===== src/hw/rtl/stl_pkg.sv =====
`default_nettype none
package stl_pkg;

    typedef enum logic [1:0] {
        CMD_SET_COUNT   = 2'd0,
        CMD_WRITE_ENTRY = 2'd1,
        CMD_WRITE_WORD  = 2'd2,
        CMD_QUERY       = 2'd3
    } cmd_t;

    typedef enum logic [1:0] {
        ST_HIT        = 2'd0,
        ST_ABSENT     = 2'd1,
        ST_MISMATCH   = 2'd2,
        ST_BAD_MODULE = 2'd3
    } status_t;

    localparam int ARG_LANES = 4;

    // one queued transaction between front and back
    typedef struct packed {
        logic [1:0]  cmd;
        logic        bad_module;
        logic [7:0]  module_num;
        logic [9:0]  index_or_count;
        logic [31:0] lookup_key;
        logic [31:0] entry_token;
        logic [2:0]  num_args;
        logic [9:0]  arg_start;
        logic [31:0] arg0;
        logic [31:0] arg1;
        logic [31:0] arg2;
        logic [31:0] arg3;
    } txn_t;

endpackage
`default_nettype wire


===== src/hw/rtl/stl_front.sv =====
`default_nettype none
module stl_front #(
    parameter int MAX_MODULES = 16,
    parameter int DEPTH = 2
) (
    input  wire logic         clk,
    input  wire logic         rst_n,
    input  wire logic         start,
    output logic              busy,
    input  wire logic [1:0]   command,
    input  wire logic [7:0]   module_num,
    input  wire logic [9:0]   index_or_count,
    input  wire logic [31:0]  lookup_key,
    input  wire logic [31:0]  entry_token,
    input  wire logic [2:0]   num_args,
    input  wire logic [9:0]   arg_start,
    input  wire logic [31:0]  arg0,
    input  wire logic [31:0]  arg1,
    input  wire logic [31:0]  arg2,
    input  wire logic [31:0]  arg3,
    output logic              q_valid,
    output stl_pkg::txn_t     q_txn,
    input  wire logic         q_pop
);
    import stl_pkg::*;

    localparam int PW = (DEPTH > 1) ? $clog2(DEPTH) : 1;

    txn_t             fifo_reg [DEPTH];
    logic [PW-1:0]    wr_ptr_reg, wr_ptr_next, rd_ptr_reg, rd_ptr_next;
    logic [PW:0]      cnt_reg, cnt_next;
    logic             push;
    txn_t             in_txn;

    assign busy = (cnt_reg == (PW+1)'(DEPTH));
    assign push = start && !busy;

    always_comb
    begin
        in_txn.cmd            = command;
        in_txn.bad_module     = ({24'd0, module_num} >= 32'(MAX_MODULES));
        in_txn.module_num     = module_num;
        in_txn.index_or_count = index_or_count;
        in_txn.lookup_key     = lookup_key;
        in_txn.entry_token    = entry_token;
        in_txn.num_args       = num_args;
        in_txn.arg_start      = arg_start;
        in_txn.arg0           = arg0;
        in_txn.arg1           = arg1;
        in_txn.arg2           = arg2;
        in_txn.arg3           = arg3;
    end

    assign q_valid = (cnt_reg != '0);
    assign q_txn   = fifo_reg[rd_ptr_reg];

    always_comb
    begin
        wr_ptr_next = wr_ptr_reg;
        rd_ptr_next = rd_ptr_reg;
        if (push)
            wr_ptr_next = (wr_ptr_reg == PW'(DEPTH-1)) ? '0 : wr_ptr_reg + 1'b1;
        if (q_pop)
            rd_ptr_next = (rd_ptr_reg == PW'(DEPTH-1)) ? '0 : rd_ptr_reg + 1'b1;
        cnt_next = cnt_reg + (PW+1)'(push) - (PW+1)'(q_pop);
    end

    always_ff @(posedge clk or negedge rst_n)
    begin
        if (!rst_n)
        begin
            wr_ptr_reg <= '0;
            rd_ptr_reg <= '0;
            cnt_reg    <= '0;
        end
        else
        begin
            wr_ptr_reg <= wr_ptr_next;
            rd_ptr_reg <= rd_ptr_next;
            cnt_reg    <= cnt_next;
        end
    end

    always_ff @(posedge clk)
    begin
        if (push)
            fifo_reg[wr_ptr_reg] <= in_txn;
    end

endmodule
`default_nettype wire


===== config.mk =====
export PLATFORM = sky130hd
export DESIGN_NAME = stl_front
export DESIGN_NICKNAME = d
export VERILOG_FILES = /design/src/hw/rtl/stl_pkg.sv /design/src/hw/rtl/stl_front.sv
export SDC_FILE = /design/constraint.sdc
export NUM_CORES = 1
export LEC_CHECK = 0
export ABC_AREA = 1
export BUFFER_PORTS_ARGS = -buffer_cell sky130_fd_sc_hd__clkbuf_2
export CAP_MARGIN = 20
export CORE_ASPECT_RATIO = 1.4
export CORE_MARGIN = 3
export CORE_UTILIZATION = 35
export DETAILED_ROUTE_END_ITERATION = 12
export SYNTH_ARGS = -nofsm -noshare
export SYNTH_HDL_FRONTEND = slang
export SYNTH_SLANG_ARGS = --single-unit

===== constraint.sdc =====
create_clock -name clk -period 18.7 [get_ports clk]
set_input_delay 0.935 -clock clk [delete_from_list [all_inputs] [get_ports clk]]
set_output_delay 0.935 -clock clk [all_outputs]
set_load 0.01 [all_outputs]

==> results of run 1 <==
==> worst max-delay path, cell delays in order, from the launching register on <==
cell	delay [ps]
dfrtp_4	530
buf_16	320
buf_4	430
buf_16	310
nand2_1	80
o21ai_1	110
clkbuf_2	170
==> path summary, 6_finish.rpt <==
kind / startpoint / to
min in group clk: wr_ptr_reg$_DFFE_PN0P_ / wr_ptr_reg$_DFFE_PN0P_
max: rd_ptr_reg$_DFFE_PN0P_ / q_txn[82]
min: rst_n / rd_ptr_reg$_DFFE_PN0P_
min reg2reg: wr_ptr_reg$_DFFE_PN0P_ / wr_ptr_reg$_DFFE_PN0P_
max in group asynchronous: rst_n / rd_ptr_reg$_DFFE_PN0P_
max reg2reg: cnt_reg[1]$_DFF_PN0_ / fifo_reg[1][106]$_DFFE_PP_
==> metrics by stage <==
stage	util, %	std cells	worst slack, ps
4_1_cts	44.56	2326	14510
5_1_grt	44.75	2332	14870
2_1_floorplan	-	1211	7501
3_3_place_gp	41.73	2249	15200
6_report	44.76	2334	15140
3_5_place_dp	41.73	2249	15120
==> placed cells by master, fill, tap and decap left out <==
| cell type | count |
|---|---|
| inv_8 | 1 |
| nand3_1 | 2 |
| nor2_1 | 2 |
| clkinv_1 | 6 |
| clkbuf_2 | 456 |
| clkinv_2 | 7 |
| o21ai_1 | 30 |
| buf_4 | 7 |
| buf_16 | 3 |
| xor2_1 | 1 |
| bufinv_16 | 2 |
| inv_1 | 233 |
| inv_6 | 3 |
| clkinvlp_4 | 4 |
| nor2_4 | 1 |
| clkbuf_16 | 45 |
| dfrtp_1 | 3 |
| nand2_1 | 237 |
| edfxtp_1 | 452 |
| buf_12 | 1 |
| o21ai_0 | 196 |
| diode_2 | 5 |
| ha_1 | 2 |
| dfrtp_4 | 1 |
| clkbuf_1 | 10 |
==> area by class of cell <==
type / instances / area share (%)
antenna: 5 / 0.05898
clock buffer: 55 / 5.485
clock inverter: 22 / 0.8198
inverter: 234 / 4.176
multi-input combinational: 471 / 9.820
sequential: 456 / 64.47
tap: 624 / 3.680
timing repair buffer: 467 / 11.49
==> per-layer routing <==
layer / vias up / track usage [%] / share of wire, %
met5: - / 0 / 0
met4: 0 / 6.422 / 4.2
met3: 86 / 4.146 / 7.8
met2: 369 / 25.91 / 52
met1: 4819 / 15.69 / 35
li1: 5029 / - / -
==> logic make-up after synthesis <==
kind of cell	synth area share [%]
XOR/XNOR	0.05169
adder cells (fa/ha/maj)	0.1476
flip-flops	80.69
AND/OR/NAND/NOR	5.375
AO/OA/AOI/OAI	6.675
buffers and inverters	7.066
==> power breakdown <==
| group | switching, W | leakage, nW | internal [W] | total (W) |
|---|---|---|---|---|
| registers | 0.0000518 | 4.25 | 0.00139 | 0.00145 |
| logic | 0.000683 | 4.10 | 0.000311 | 0.000994 |
| clock network | 0.000362 | 0.646 | 0.000469 | 0.000831 |
==> results.json, run 1 <==
{
  "antenna_found_initial": 4,
  "fin_area_um2": 21210,
  "nFillCells": 4358,
  "maxCapViolations": 0,
  "avgRoutedWirePerCell_um": 16.47,
  "start_util_pct": 35.75,
  "cp-start-kind": "flop",
  "overflow": 0,
  "num_io_pins": 457,
  "synth_ff_type": "edfxtp_1",
  "synthesis.instances": 1211,
  "port_buffers": 456,
  "die_area_um2": 51130,
  "seq_area_frac_synth_pct": 80.69,
  "place_congestion": 0.7887,
  "endpoint_kind": "output port",
  "num_rows": 94,
  "multi_input_area_um2": 2083,
  "ys_top_cells_by_count": "edfxtp_1, nand2_1, inv_1",
  "nNetsFinal": 1905,
  "drv_slew": 0,
  "ctsResizeCount": 0,
  "worstSetupPathType": "reg2out",
  "period_minus_slack_ps": 3564,
  "r2r_slack_ps": 16020,
  "die_w_um": 192.0,
  "worst_ep_arrival_time_ps": 2630,
  "syn_nets": 1442,
  "p_total_w": 0.003271,
  "cts_buffers": 44,
  "grt_pass1_wl_um": 56880,
  "relSlewSlack_pct": 32.98,
  "synth.top_cell.area_share_pct": 80.09,
  "status": "complete, no violations",
  "netlist-cell-type-count": 14,
  "dr.pass1.iters": 4,
  "grt_max_degree": 214,
  "clkTransAtPathRegs_ps": 60,
  "finalCritPeriodShare_pct": 19.06,
  "place_area_um2": 19780,
  "yosys.area.top_type": "edfxtp_1",
  "rsz0062_at_grt": "false",
  "seqCellArea_um2": 13680,
  "synth.most_common_cell": "edfxtp_1",
  "whs_ps": 207.3,
  "fmax_mhz": 280.6,
  "async_flop_share_pct": 0.8772,
  "hp-class": "in2async",
  "p_per_area_nw_per_um2": 154.2,
  "setup_viol": 0,
  "ir_worst_vdd_mv": 0.1099,
  "post_cts_buffers": 0,
  "vias": 10300,
  "drt_iter0_markers": 585,
  "drc": 0,
  "core_um2": 47400,
  "cts-root-buf": "clkbuf_16",
  "worstSkewPairLatency_ps": 540,
  "syn_area_um2": 16950,
  "track_usage_pct": 14.42,
  "htree_levels": 2,
  "setup_tns_ps": 0,
  "synth-edff-count": 452,
  "wirelength_um": 38440,
  "tightest_slew_ps": 1005,
  "grt_pass1_vias": 10250,
  "largest_reg_flops": 452,
  "clock_sinks": 456,
  "reg2reg_depth": 5,
  "drive_gt1_share_pct": 31.14,
  "avgSynthCellArea_um2": 13.99,
  "dp_hpwl_um": 26420,
  "crit_fanout": 107,
  "skew_ps": 12.84,
  "area_growth_pct": 25.18,
  "vias_per_cell": 4.414,
  "postRouteAntennaNets": 0,
  "cts_tree": "built",
  "synth_area_leaders": "edfxtp_1, o21ai_0, nand2_1",
  "fp.dieH_um": 266.4,
  "clockBufferDepth": 3,
  "hold_violations": 0,
  "p_leak_nw": 8.993,
  "hold_buffers": 0,
  "ys_seq_elements": 456,
  "yosys_warnings": 0,
  "cp.required_ps": 17770
}
Note: power is estimated with default switching activity, not from simulation.
==> run 2: changes to the inputs <==
--- a/config.mk
+++ b/config.mk
@@ -5,7 +5,7 @@
 export SDC_FILE = /design/constraint.sdc
 export NUM_CORES = 1
 export LEC_CHECK = 0
-export ABC_AREA = 1
+export ABC_AREA = 0
 export BUFFER_PORTS_ARGS = -buffer_cell sky130_fd_sc_hd__clkbuf_2
 export CAP_MARGIN = 20
 export CORE_ASPECT_RATIO = 1.4
==> constraint.sdc (replaced) <==
create_clock -name clk -period 2.92 [get_ports clk]
set_input_delay 0.146 -clock clk [delete_from_list [all_inputs] [get_ports clk]]
set_output_delay 0.146 -clock clk [all_outputs]
set_load 0.01 [all_outputs]
==> results.json, run 2 <==
{
  "post_cts_buffers": 0,
  "grt_pass1_wl_um": 59150,
  "drt_iter0_markers": 434,
  "synth_area_leaders": "edfxtp_1, mux2_2, mux2_4",
  "postRouteAntennaNets": 0,
  "synth_ff_type": "edfxtp_1",
  "min_path_cells": 2,
  "power_frac_comb_pct": 31.2,
  "status": "complete, no violations",
  "cts-root-buf": "clkbuf_16",
  "fp.dieH_um": 263.8,
  "place_congestion": 0.7731,
  "holdPathEnd": "fifo_reg[1][100]$_DFFE_PP_",
  "ys_seq_elements": 456,
  "grt_pass1_vias": 10410,
  "finalWorstSetupSlack_ps": 506.6,
  "worstSetupPathType": "reg2out",
  "rsz0062_at_grt": "false",
  "fmax_mhz": 414.3,
  "synthesis.instances": 721,
  "p_switching_w": 0.006448,
  "period_minus_slack_ps": 2413,
  "htree_levels": 2,
  "num_rows": 93,
  "cp.required_ps": 2770,
  "die_w_um": 190.1,
  "place_area_um2": 19770,
  "syn_nets": 952,
  "dr.pass1.iters": 4,
  "share_seq_of_total_power_pct": 42.7,
  "track_usage_pct": 15.30,
  "die_area_um2": 50140,
  "p_sw_share_pct": 29.54,
  "cp-start-kind": "flop",
  "grt_max_degree": 97,
  "synth-edff-count": 452,
  "timing.rr.start": "cnt_reg[1]$_DFF_PN0_",
  "clockBufferDepth": 3,
  "clkTransAtPathRegs_ps": 60,
  "p_per_area_nw_per_um2": 928.2,
  "setup_tns_ps": 0,
  "netlist-cell-type-count": 17,
  "reg2reg_depth": 5,
  "worst_ep_arrival_time_ps": 2270,
  "synth.top_cell.area_share_pct": 81.72,
  "maxCapViolations": 0,
  "nFillCells": 3823,
  "port_buffers": 456,
  "dp_hpwl_um": 25920,
  "start_util_pct": 35.77,
  "endpoint_kind": "output port",
  "hp-class": "in2reg",
  "tightest_slew_ps": 612.8,
  "area_growth_pct": 41.60,
  "hold_path_startpoint": "arg0[4]",
  "whs_ps": 318.2,
  "ir_worst_vdd_mv": 0.6236,
  "worstSkewPairLatency_ps": 550,
  "r2r_slack_ps": 1050,
  "avgSynthCellArea_um2": 23.04,
  "synth.most_common_cell": "edfxtp_1",
  "r2r_end": "fifo_reg[0][72]$_DFFE_PP_",
  "vias": 9479,
  "drc": 0,
  "antenna_found_initial": 1,
  "largest_reg_flops": 452,
  "drv_slew": 0,
  "pre_cts_slack_ps": 1020,
  "hold_violations": 0,
  "ctsResizeCount": 0,
  "avgRoutedWirePerCell_um": 18.89,
  "clock_sinks": 456,
  "layout_common_cells": "clkbuf_2, edfxtp_1, dlygate4sd3_1, mux2_2, clkbuf_16",
  "p_int_w": 0.01538,
  "syn_area_um2": 16610,
  "ys_top_cells_by_count": "edfxtp_1, mux2_2, mux2_4",
  "wirelength_um": 39620,
  "crit_fanout": 33,
  "skew_ps": 14.09,
  "mostFrequentLayoutCell": "clkbuf_2",
  "async_flop_share_pct": 0.8772,
  "yosys_warnings": 0,
  "yosys.area.top_type": "edfxtp_1",
  "core_um2": 46430,
  "seq_area_frac_synth_pct": 82.32,
  "overflow": 0,
  "finalCritPeriodShare_pct": 82.65,
  "clkPwrFrac_pct": 26.0,
  "relSlewSlack_pct": 59.15,
  "num_io_pins": 457,
  "drive_gt1_share_pct": 52.13,
  "vias_per_cell": 4.520,
  "final_util_pct": 50.66,
  "fin_area_um2": 23520,
  "cts_buffers": 44,
  "nNetsFinal": 1675,
  "p_leak_nw": 9.006,
  "setup_viol": 0,
  "cts_tree": "built"
}
[run 2: what timing repair did]
action                                  4_1_cts  5_1_grt
hold buffers                                229        0
hold endpoints to repair                    458        0
endpoints found under the setup margin        0        0
[run 2: layout make-up]
type,instances,area (um^2),share of cell area (%)
clock inverter,27,264.0,1.123
inverter,2,7.507,0.03192
multi-input combinational,238,2766,11.76
antenna,1,2.502,0.01064
clock buffer,54,1190,5.059
sequential,456,13680,58.15
tap,617,772.0,3.282
timing repair buffer,702,4840,20.58
[run 2: power by group through the flow]
stage,combinational [W],sequential (W),clock (W)
global placement,0.00663,0.00942,0
detailed placement,0.00665,0.00949,0
finish,0.00682,0.00933,0.00568
global route,0.00727,0.00946,0.00611
floorplan,0.00402,0.00945,0
CTS,0.00694,0.00935,0.00585
[run 2: per-layer routing]
metal	up-vias	part of all wire, %	wire length (um)	track usage, %
met5	-	0	0	0
met4	0	3.7	1478	6.018
met3	84	5.8	2293	3.637
met2	330	55	21870	29.18
met1	4726	35	13980	15.93
li1	4339	-	-	-
[run 2: worst max-delay path, cell delays in order (launching register included)]
cell	delay, ps
dfrtp_4	770
buf_4	400
mux2_2	390
clkbuf_2	140
[run 2: worst max path at each step]
stage                           startpoint  slack, ps                          to
floorplan             cnt_reg[1]$_DFF_PN0_      -1440    fifo_reg[0][0]$_DFFE_PP_
global route        rd_ptr_reg$_DFFE_PN0P_        380                   q_txn[26]
detailed placement    cnt_reg[0]$_DFF_PN0_       1020  fifo_reg[0][165]$_DFFE_PP_
finish              rd_ptr_reg$_DFFE_PN0P_        510                  q_txn[217]
CTS                 rd_ptr_reg$_DFFE_PN0P_        430                   q_txn[99]
global placement    rd_ptr_reg$_DFFE_PN0P_       1060                  q_txn[153]
[run 2: cells by family (layout without fill, tap and decap cells)]
family	count (synthesis)	after routing	share of synthesized area [%]
multiplexers	226	226	16.00
buffers and inverters	27	785	1.115
flip-flops	456	456	82.32
other	0	1	0
AND/OR/NAND/NOR	6	6	0.2034
XOR/XNOR	4	4	0.2110
adder cells (fa/ha/maj)	2	2	0.1506
[run 2: through the flow]
| step | power [W] | instances |
|---|---|---|
| after floorplan | 0.01347 | 721 |
| after global placement | 0.01605 | 1786 |
| after detailed placement | 0.01613 | 1786 |
| after CTS | 0.02214 | 2096 |
| after global routing | 0.02284 | 2097 |
| final | 0.02183 | 2097 |
==> run 3: changes to the inputs <==
--- a/config.mk
+++ b/config.mk
@@ -5,7 +5,7 @@
 export SDC_FILE = /design/constraint.sdc
 export NUM_CORES = 1
 export LEC_CHECK = 0
-export ABC_AREA = 0
+export ABC_AREA = 1
 export BUFFER_PORTS_ARGS = -buffer_cell sky130_fd_sc_hd__clkbuf_2
 export CAP_MARGIN = 20
 export CORE_ASPECT_RATIO = 1.4
==> constraint.sdc (replaced) <==
create_clock -name clk -period 2 [get_ports clk]
set_input_delay 0.1 -clock clk [delete_from_list [all_inputs] [get_ports clk]]
set_output_delay 0.1 -clock clk [all_outputs]
set_load 0.01 [all_outputs]
==> results.json, run 3 (synthesis results as in run 1) <==
{
  "min_path_cells": 2,
  "avgRoutedWirePerCell_um": 17.15,
  "drive_gt1_share_pct": 33.42,
  "htree_levels": 2,
  "die_area_um2": 51130,
  "port_buffers": 456,
  "num_io_pins": 457,
  "rsz0062_at_grt": "true",
  "hold_path_startpoint": "lookup_key[6]",
  "setup_viol": 0,
  "hp-class": "in2reg",
  "num_rows": 94,
  "layout_common_cells": "edfxtp_1, clkbuf_2, inv_1, nand2_1, dlygate4sd3_1",
  "mostFrequentLayoutCell": "edfxtp_1",
  "cp-start-kind": "flop",
  "dp_hpwl_um": 28220,
  "period_minus_slack_ps": 1999,
  "p_int_w": 0.02302,
  "grt_pass1_wl_um": 64140,
  "share_seq_of_total_power_pct": 38.8,
  "ir_worst_vdd_mv": 0.8653,
  "r2r_end": "fifo_reg[1][5]$_DFFE_PP_",
  "holdPathEnd": "fifo_reg[1][179]$_DFFE_PP_",
  "endpoint_kind": "output port",
  "maxCapViolations": 0,
  "vias_per_cell": 4.498,
  "skew_ps": 7.789,
  "grt_pass1_vias": 12010,
  "dr.pass1.iters": 5,
  "start_util_pct": 35.75,
  "status": "complete, no violations",
  "worstSetupPathType": "reg2out",
  "crit_fanout": 18,
  "nFillCells": 3907,
  "die_w_um": 192.0,
  "cts_buffers": 43,
  "pre_cts_slack_ps": 330.6,
  "fp.dieH_um": 266.4,
  "place_congestion": 0.7970,
  "p_per_area_nw_per_um2": 1395,
  "relSlewSlack_pct": 69.33,
  "track_usage_pct": 16.19,
  "setup_tns_ps": 0,
  "worst_ep_arrival_time_ps": 1900,
  "wirelength_um": 44980,
  "clock_sinks": 456,
  "r2r_slack_ps": 310,
  "p_switching_w": 0.01173,
  "power_frac_comb_pct": 38.3,
  "reg2reg_depth": 6,
  "p_total_w": 0.03476,
  "clkTransAtPathRegs_ps": 60,
  "grt_max_degree": 49,
  "drv_slew": 0,
  "timing.rr.start": "cnt_reg[0]$_DFF_PN0_",
  "area_growth_pct": 47.04,
  "worstSkewPairLatency_ps": 530,
  "final_util_pct": 52.57,
  "cts-root-buf": "clkbuf_16",
  "antenna_found_initial": 6,
  "crit_slowest_cell": "dfrtp_4",
  "largest_reg_flops": 452,
  "drt_iter0_markers": 570,
  "clkPwrFrac_pct": 22.9,
  "nNetsFinal": 2194,
  "hold_violations": 0,
  "p_sw_share_pct": 33.75,
  "finalCritPeriodShare_pct": 99.97,
  "tightest_slew_ps": 460.0,
  "whs_ps": 293.7,
  "fmax_mhz": 500.2,
  "drc": 0,
  "vias": 11800,
  "overflow": 0,
  "finalWorstSetupSlack_ps": 0.6224,
  "clockBufferDepth": 3,
  "p_leak_nw": 10.59,
  "core_um2": 47400,
  "cp.required_ps": 1900,
  "postRouteAntennaNets": 0,
  "slowest_delay_ps": 510,
  "cts_tree": "built",
  "crit_chain": "buf_6, buf_16, clkbuf_16, nand2_1, o21ai_2, buf_2"
}
run 3: cell types whose count changed in the layout (fill, tap and decap cells not counted), moves of 39 or more:
| cell | change |
|---|---|
| clkbuf_2 | -98 |
| inv_1 | +230 |
| buf_2 | +86 |
| nand2_1 | +232 |
| o21ai_2 | +65 |
| o21ai_0 | +39 |
| o21ai_1 | +116 |
| mux2_2 | -196 |
run 3: final cells by class:
class                           instances  area (um^2)  share of cell area, %
Multi-Input combinational cell        471         2417                  9.701
Clock inverter                         20        200.2                 0.8034
Tap cell                              624        780.7                  3.133
Inverter                              234        882.1                  3.540
Sequential cell                       456        13680                  54.89
Clock buffer                           55         1164                  4.670
Antenna cell                            6        15.01                0.06026
Timing Repair Buffer                  757         5782                  23.20
run 3: through the flow:
step           cells  instance area (um^2)
6_report        2623                 24920
5_1_grt         2623                 24920
4_1_cts         2605                 24460
3_5_place_dp    2290                 20320
3_3_place_gp    2290                 20320
2_1_floorplan   1211                 16970
run 3: worst max-delay path by stage:
stage | slack [ps] | end | start | cells past startpoint
finish | 0.6 | q_txn[141] | rd_ptr_reg$_DFFE_PN0P_ | 6
global route | -70 | q_txn[214] | rd_ptr_reg$_DFFE_PN0P_ | 4
CTS | -60 | q_txn[143] | rd_ptr_reg$_DFFE_PN0P_ | 4
detailed placement | 330 | q_txn[142] | rd_ptr_reg$_DFFE_PN0P_ | 4
global placement | 320 | q_txn[77] | rd_ptr_reg$_DFFE_PN0P_ | 4
floorplan | -2340 | fifo_reg[0][0]$_DFFE_PP_ | cnt_reg[0]$_DFF_PN0_ | 4
run 3: power by group through the flow:
stage	logic (W)	clock network, W	registers [W]
2_1_floorplan	0.00537	0	0.0137
3_3_place_gp	0.0103	0	0.0137
3_5_place_dp	0.0104	0	0.0137
4_1_cts	0.0123	0.00818	0.0135
5_1_grt	0.0144	0.00860	0.0136
6_report	0.0133	0.00797	0.0135
run 3: layer usage:
layer	wire length (um)	global-route usage (%)	vias up	part of all wire (%)
met3	2769	3.514	114	6.2
met5	0	0	-	0
li1	-	-	5632	-
met1	16020	17.20	5618	36
met2	24140	30.51	434	54
met4	2043	6.895	0	4.5
run 3: worst max-delay path, delay by kind of cell (launching register included):
kind | cells | cell delay, ps
buf+inv | 4 | 660
flops | 1 | 510
simple gates | 1 | 100
compound gates | 1 | 70
run 3: timing repair:
| item | CTS | global route |
|---|---|---|
| pin swaps | 0 | 8 |
| setup endpoints to repair | 174 | 172 |
| gates cloned | 5 | 11 |
| resized for setup | 199 | 173 |
| hold endpoints to repair | 458 | 0 |
| hold buffers | 229 | 0 |
| buffers inserted | 6 | 1 |
